===== config.mk =====
export PLATFORM = sky130hd
export DESIGN_NAME = cpcr_isqrt
export DESIGN_NICKNAME = d
export VERILOG_FILES = /design/src/sv/cpcr_pkg.sv /design/src/sv/cpcr_isqrt.sv
export SDC_FILE = /design/constraint.sdc
export NUM_CORES = 2
export LEC_CHECK = 0
export BUFFER_PORTS_ARGS = -buffer_cell sky130_fd_sc_hd__buf_4
export CORE_MARGIN = 10
export CORE_UTILIZATION = 45
export DETAILED_ROUTE_END_ITERATION = 7
export SYNTH_ARGS = -nofsm -noshare
export SYNTH_HDL_FRONTEND = slang
export SYNTH_SLANG_ARGS = --single-unit

===== constraint.sdc =====
create_clock -name clk -period 4.8 [get_ports clk]
set_input_delay 0 -clock clk [delete_from_list [all_inputs] [get_ports clk]]
set_output_delay 0 -clock clk [all_outputs]
set_load 0.005 [all_outputs]

===== src/sv/cpcr_pkg.sv =====
// ============================================================================
// Circle/plane contact response package
// Shared types, constants and the saturation helper of the contact core.
// ============================================================================
package cpcr_pkg;

    // One in Q16.16.
    localparam int ONE_Q = 65536;

    // In-plane speed above this length counts as sliding.
    localparam int VEL_EPS = 65;

    // In-plane gravity above this length counts as present.
    localparam int GRAV_EPS = 6;

    // Register stages of each part of the pipeline.
    localparam int FRONT_STAGES = 7;
    localparam int SQRT_STEPS   = 32;
    localparam int POST_STAGES  = 3;
    localparam int DIV_STEPS    = 32;

    // Plane and gravity settings.
    typedef struct packed {
        logic signed [31:0] plane_x;
        logic signed [31:0] plane_y;
        logic signed [17:0] normal_x;
        logic signed [17:0] normal_y;
        logic        [16:0] plane_grip;
        logic        [16:0] plane_bounce;
        logic signed [24:0] gravity_x;
        logic signed [24:0] gravity_y;
    } cfg_t;

    // One incoming circle.
    typedef struct packed {
        logic signed [31:0] pos_x;
        logic signed [31:0] pos_y;
        logic signed [31:0] vel_x;
        logic signed [31:0] vel_y;
        logic        [23:0] radius;
        logic        [20:0] body_mass;
        logic        [16:0] circle_grip;
        logic        [16:0] circle_bounce;
    } item_t;

    // Values that ride alongside the length computations.
    typedef struct packed {
        logic               contact;
        logic signed [31:0] opx;
        logic signed [31:0] opy;
        logic signed [31:0] ovx;
        logic signed [31:0] ovy;
        logic signed [31:0] fnx;
        logic signed [31:0] fny;
        logic signed [31:0] gpx;
        logic signed [31:0] gpy;
        logic signed [31:0] vpx;
        logic signed [31:0] vpy;
        logic        [17:0] grip;
    } side_t;

    // Output of the front pipeline: side values and three squared lengths.
    typedef struct packed {
        side_t       side;
        logic [63:0] fsq;
        logic [63:0] gsq;
        logic [63:0] vsq;
    } front_t;

    // Saturate a wide signed value to signed 32 bits.
    function automatic logic signed [31:0] sat32(input logic signed [47:0] v);
        logic signed [31:0] r;
        if (v > 48'sd2147483647)
            r = 32'sh7FFFFFFF;
        else if (v < -48'sd2147483648)
            r = 32'sh80000000;
        else
            r = v[31:0];
        return r;
    endfunction

endpackage


===== src/sv/cpcr_isqrt.sv =====
// ============================================================================
// Pipelined integer square root
// Floor square root of a 64-bit value, one result bit per register stage.
// ============================================================================
module cpcr_isqrt
    import cpcr_pkg::*;
(
    input  logic        clk,
    input  logic        en,
    input  logic [63:0] radicand,
    output logic [31:0] root
);

    logic [63:0] x_in   [0:SQRT_STEPS-1];
    logic [63:0] r_in   [0:SQRT_STEPS-1];
    logic [63:0] x_next [0:SQRT_STEPS-1];
    logic [63:0] r_next [0:SQRT_STEPS-1];
    logic [63:0] x_reg  [0:SQRT_STEPS-1];
    logic [63:0] r_reg  [0:SQRT_STEPS-1];

    // Each stage tries one bit pair of the remainder.
    always_comb
    begin
        logic [63:0] bitv;
        logic [63:0] trial;
        for (int k = 0; k < SQRT_STEPS; k++)
        begin
            if (k == 0)
            begin
                x_in[k] = radicand;
                r_in[k] = '0;
            end
            else
            begin
                x_in[k] = x_reg[k-1];
                r_in[k] = r_reg[k-1];
            end
            bitv  = 64'd1 << (62 - 2 * k);
            trial = r_in[k] + bitv;
            if (x_in[k] >= trial)
            begin
                x_next[k] = x_in[k] - trial;
                r_next[k] = (r_in[k] >> 1) + bitv;
            end
            else
            begin
                x_next[k] = x_in[k];
                r_next[k] = r_in[k] >> 1;
            end
        end
    end

    always_ff @(posedge clk)
    begin
        if (en)
        begin
            for (int k = 0; k < SQRT_STEPS; k++)
            begin
                x_reg[k] <= x_next[k];
                r_reg[k] <= r_next[k];
            end
        end
    end

    assign root = r_reg[SQRT_STEPS-1][31:0];

endmodule


Yosys cells after proc, flatten, opt, wreduce, memory -nomap -nowiden
Memory sizes are Yosys's and may differ from the RTL's. Cells that the tools add are included.

Word-level logic and storage cells: 194. Memories: 2. Input bits: 66. Memory bits (writable): 4096. Bits in registers: 0.

Memories: r_reg (depth 32, bits a word 64, read ports 32, clocked after Yosys merged registers in 0, wr ports 32, RTL line cpcr_isqrt.sv:19) `logic [63:0] r_reg [0:SQRT_STEPS-1];`; x_reg (depth 32, bits a word 64, read ports 31, clocked after Yosys merged registers in 0, wr ports 32, RTL line cpcr_isqrt.sv:18) `logic [63:0] x_reg [0:SQRT_STEPS-1];`.

$add $sub $neg: 94. Order comparisons: 32. Mux-type cells: 66.

Operators with widths (count): $mux 64 (63); $ge 64x64->1 (31); $sub 64x64->64 (31); $add 63x1->64 const B (1); $add 63x11->64 const B (1); $add 63x13->64 const B (1); $add 63x15->64 const B (1); $add 63x17->64 const B (1); $add 63x19->64 const B (1); $add 63x21->64 const B (1); $add 63x23->64 const B (1); $add 63x25->64 const B (1); $add 63x27->64 const B (1); $add 63x29->64 const B (1); $add 63x3->64 const B (1); $add 63x31->64 const B (1); $add 63x33->64 const B (1); $add 63x35->64 const B (1); $add 63x37->64 const B (1); $add 63x39->64 const B (1); $add 63x41->64 const B (1); $add 63x43->64 const B (1); $add 63x45->64 const B (1); $add 63x47->64 const B (1); other kinds (45) (46).

Depth between registers and ports, before layout
An unclocked memory read counts as a cell.

Depth in word-level cells: 4. Depth in mapped cells: 15.

Worst setup path after synthesis
No wires, ideal clock.

Path kind: reg2reg. From: memory x_reg[10][52], in the netlist x_reg[0][692]. To: memory x_reg[11][43], in the netlist x_reg[0][747], data pin. Setup slack: 1.239 ns. Data required time: 4.546 ns. Setup time: 0.254 ns. Stages on the path, launching flop included: 11. Path buffers: 2. Arrival: 3.307 ns. Cell sequence: edfxtp_1 > ha_1 > or4_1 > or4_1 > or3_1 > or3_1 > or3_1 > a211o_1 > buf_6 > buf_4 > o21a_1.

RTL lines (RTL line): from (decl) (cpcr_isqrt.sv:18).

==> results.py <==
metrics = {
    "cts": {
        "clkTransAtPathRegs_ps": 60,
        "cts_buffers": 277,
        "cts.sinks": 2512,
        "cts_buffer_depth": 4,
        "cts_tree": "built",
        "htreeDepth": 5,
        "clk_latency_ps": 900,
        "cts_root_buf": "clkbuf_16",
        "postCtsSetupRepairBufs": 0,
    },
    "power_and_ir_drop": {
        "pwr-share-comb_pct": 21.4,
        "leakagePower_uw": 0.0511,
        "peakVddDrop_uv": 309,
        "pwr-share-seq_pct": 46.6,
        "p_int_uw": 45800,
        "power_frac_clock_pct": 31.9,
        "p_sw_share_pct": 29.3,
        "netSwitchingPower_uw": 19000,
        "powerDensity_nw_per_um2": 475,
    },
    "timing": {
        "hold_viol": 0,
        "rsz0062_at_grt": "false",
        "finalSetupTns_ps": 0,
        "slew_headroom_pct": 18.5,
        "fin_skew_ps": 82.2,
        "report.final.slew_viol_count": 0,
        "min_period_ps": 4390,
        "worstMarginPinSlew_ps": 1210,
        "setup_viol": 0,
        "layout_setup_ws_ps": 413,
        "clock.fmax_mhz": 228,
        "period_share_pct": 91.4,
    },
    "placement": {
        "hpwlAfterDp_um": 214000,
        "place_congestion": 0.902,
        "pre_cts_slack_ps": 577,
        "port_buffers": 97,
    },
    "floorplanning": {
        "dieArea_um2": 290000,
        "core_um2": 268000,
        "fp.dieH_um": 539,
        "start_util_pct": 45.2,
        "io_pins": 98,
        "row_count": 190,
        "die_x_um": 539,
    },
    "grt": {
        "grt_usage_pct": 19.0,
        "grt_antenna_before_repair": 6,
        "grt_pass1_vias": 76600,
        "grt_overflow": 0,
        "grt_pass1_wl_um": 444000,
        "grt_start_max_net_pins": 203,
    },
    "logic_synthesis": {
        "synthSimpleGateAreaFrac_pct": 12.4,
        "synth_top_family_by_area": "simple AND/OR/NAND/NOR gates",
        "syn_inst": 9714,
        "synth_mux_area_share_pct": 0.790,
        "syn_area_um2": 121000,
        "synthArstFlopShare_pct": 0,
        "synth_xor_area_share_pct": 6.47,
        "synth_edf_count": 2512,
        "synth_ff_type": "edfxtp_1",
        "synth.avg_cell_area_um2": 12.5,
        "synth_compound_area_share_pct": 9.46,
        "yosysWarnings": 0,
        "ys_types": 90,
        "synth-seq-area-share_pct": 62.3,
        "synth_nets": 10300,
        "ys_ff_latch": 2512,
        "synth-adder-area-share_pct": 5.76,
    },
    "detailed_routing": {
        "drt_wl_total_um": 289000,
        "viasPerCell": 5.61,
        "vias": 77800,
        "drtIter0Drc": 6550,
        "drt_pass1_iterations": 8,
        "drc": 2,
        "ant_nets": 0,
        "wl_per_cell_um": 20.8,
    },
    "critical_path": {
        "worstPathMaxFanout": 7,
        "critPathKind": "flop to flop",
        "worstRegToRegCells": 10,
        "startpoint_type": "flop",
        "cp_data_arrival_time_ps": 4990,
        "end_kind": "flop",
        "critPathRequiredTime_ps": 5400,
    },
    "run": {
        "maxCapViolCount": 0,
    },
    "run_status": {
        "violations": "DRC",
        "outcome": "finished with violations",
    },
    "final_layout": {
        "fin_nets": 10700,
        "drive_gt1_share_pct": 7.01,
        "largest_reg_flops": 1984,
        "multiInputGateArea_um2": 42300,
        "nFillCells": 22900,
        "syn2layout_area_growth_pct": 12.7,
        "regArea_um2": 75400,
    },
    "min_path": {
        "whs_path_depth": 4,
        "hold_path.class": "input pin to flop",
    },
}
## cell families after synthesis
kind of cell / after synthesis
AND/OR/NAND/NOR: 2910
flip-flops: 2512
AO/OA/AOI/OAI: 1858
XOR/XNOR: 895
buffers and inverters: 895
adder cells (fa/ha/maj): 558
multiplexers: 86
## cell usage in the layout (no fill, tap or decap), types with 100 or more instances in the layout
master         synthesis  routed
a21oi_1              599     598
nor2_1               637     635
buf_4                  2     170
xor2_1               451     451
a21o_1               235     235
ha_1                 558     558
nand2_1              635     635
nand3_1              181     181
clkbuf_16              0     288
xnor2_1              444     444
inv_1                685     685
edfxtp_1            2512    2512
nand4_1              164     164
dlygate4sd3_1          0     130
o21ai_0              474     474
or3_1                100     100
nor4_1               337     337
nor3_1               277     276
nand2b_1             105     105
## synth_stat cells (41+ instances only)
cell      count  area (µm²)
nand4_1     164        1030
a31oi_1      66         413
clkbuf_1    159         597
nand3_1     181         906
a21oi_1     599        3000
or4_1        92         691
o21a_1       74         556
nor2_1      637        2390
o21bai_1     68         510
and3_1       45         282
xnor2_1     444        3890
ha_1        558        6980
o31ai_1      41         308
or3_1       100         626
inv_1       685        2570
nor4_1      337        2110
mux2_2       75         845
nor4b_1      43         377
edfxtp_1   2512       75400
xor2_1      451        3950
nand2_1     635        2380
nand2b_1    105         657
nor2b_1      68         425
o211ai_1     47         353
o21ai_0     474        2370
a21o_1      235        1760
a211oi_1     49         368
nor3_1      277        1390
## final cells by class
cell class / instances / area share (%)
flip-flops and latches: 2512 / 55.3
multi-input cells: 6307 / 31.0
clock buffers: 348 / 5.44
well taps: 3552 / 3.26
repair buffers: 318 / 2.16
inverters: 690 / 1.90
clock inverters: 139 / 0.977
diodes: 2 / 0.00367
## final timing paths
path | start | to | slack (ps)
setup reg to reg | x_reg[1][716] | x_reg[1][821] | 410
hold / removal | radicand[62] | x_reg[0][62] | 110
hold reg to reg | x_reg[1][10] | x_reg[1][74] | 410
setup / recovery | x_reg[1][716] | x_reg[1][821] | 410
## per-layer routing
metal | vias to the layer above | track usage [%] | share of wire (%)
met1 | 38100 | 25.7 | 44
met3 | 469 | 2.69 | 4.9
met4 | 0 | 5.05 | 2.7
li1 | 37300 | - | -
met5 | - | 0 | 0
met2 | 1961 | 32.3 | 48
## timing repair
| action | CTS | global route |
|---|---|---|
| setup endpoints to repair | 0 | 0 |
| gates resized for setup | 0 | 0 |
| endpoints found under the hold margin | 566 | 0 |
| hold buffers | 130 | 0 |
## worst max-delay path: stages (launching register included)
cell	delay, ps
edfxtp_1	390
ha_1	400
a211oi_1	290
and3_1	250
o21ai_0	210
o31ai_1	530
a31o_2	320
o31ai_1	270
nor4_1	820
or4b_1	520
xnor2_1	140
## metrics by stage
step	instance area [µm²]	util, %	std cells	hold slack [ps]	power, µW
final	136000	50.9	13900	112	64800
after global routing	136000	50.9	13900	124	68100
after CTS	136000	50.9	13900	48.2	65300
after detailed placement	126000	47.2	13200	189	44300
after global placement	126000	47.2	13200	188	44100
after floorplan	121000	-	9714	98.9	39700
## power by group through the flow
stage	sequential, µW	clock (µW)	combinational, µW
6_report	30200	20700	13900
5_1_grt	30500	22100	15400
4_1_cts	30300	21200	13800
3_5_place_dp	30700	0	13600
3_3_place_gp	30700	0	13400
2_1_floorplan	29600	0	10100
Note: power is estimated with default switching activity, not from simulation.
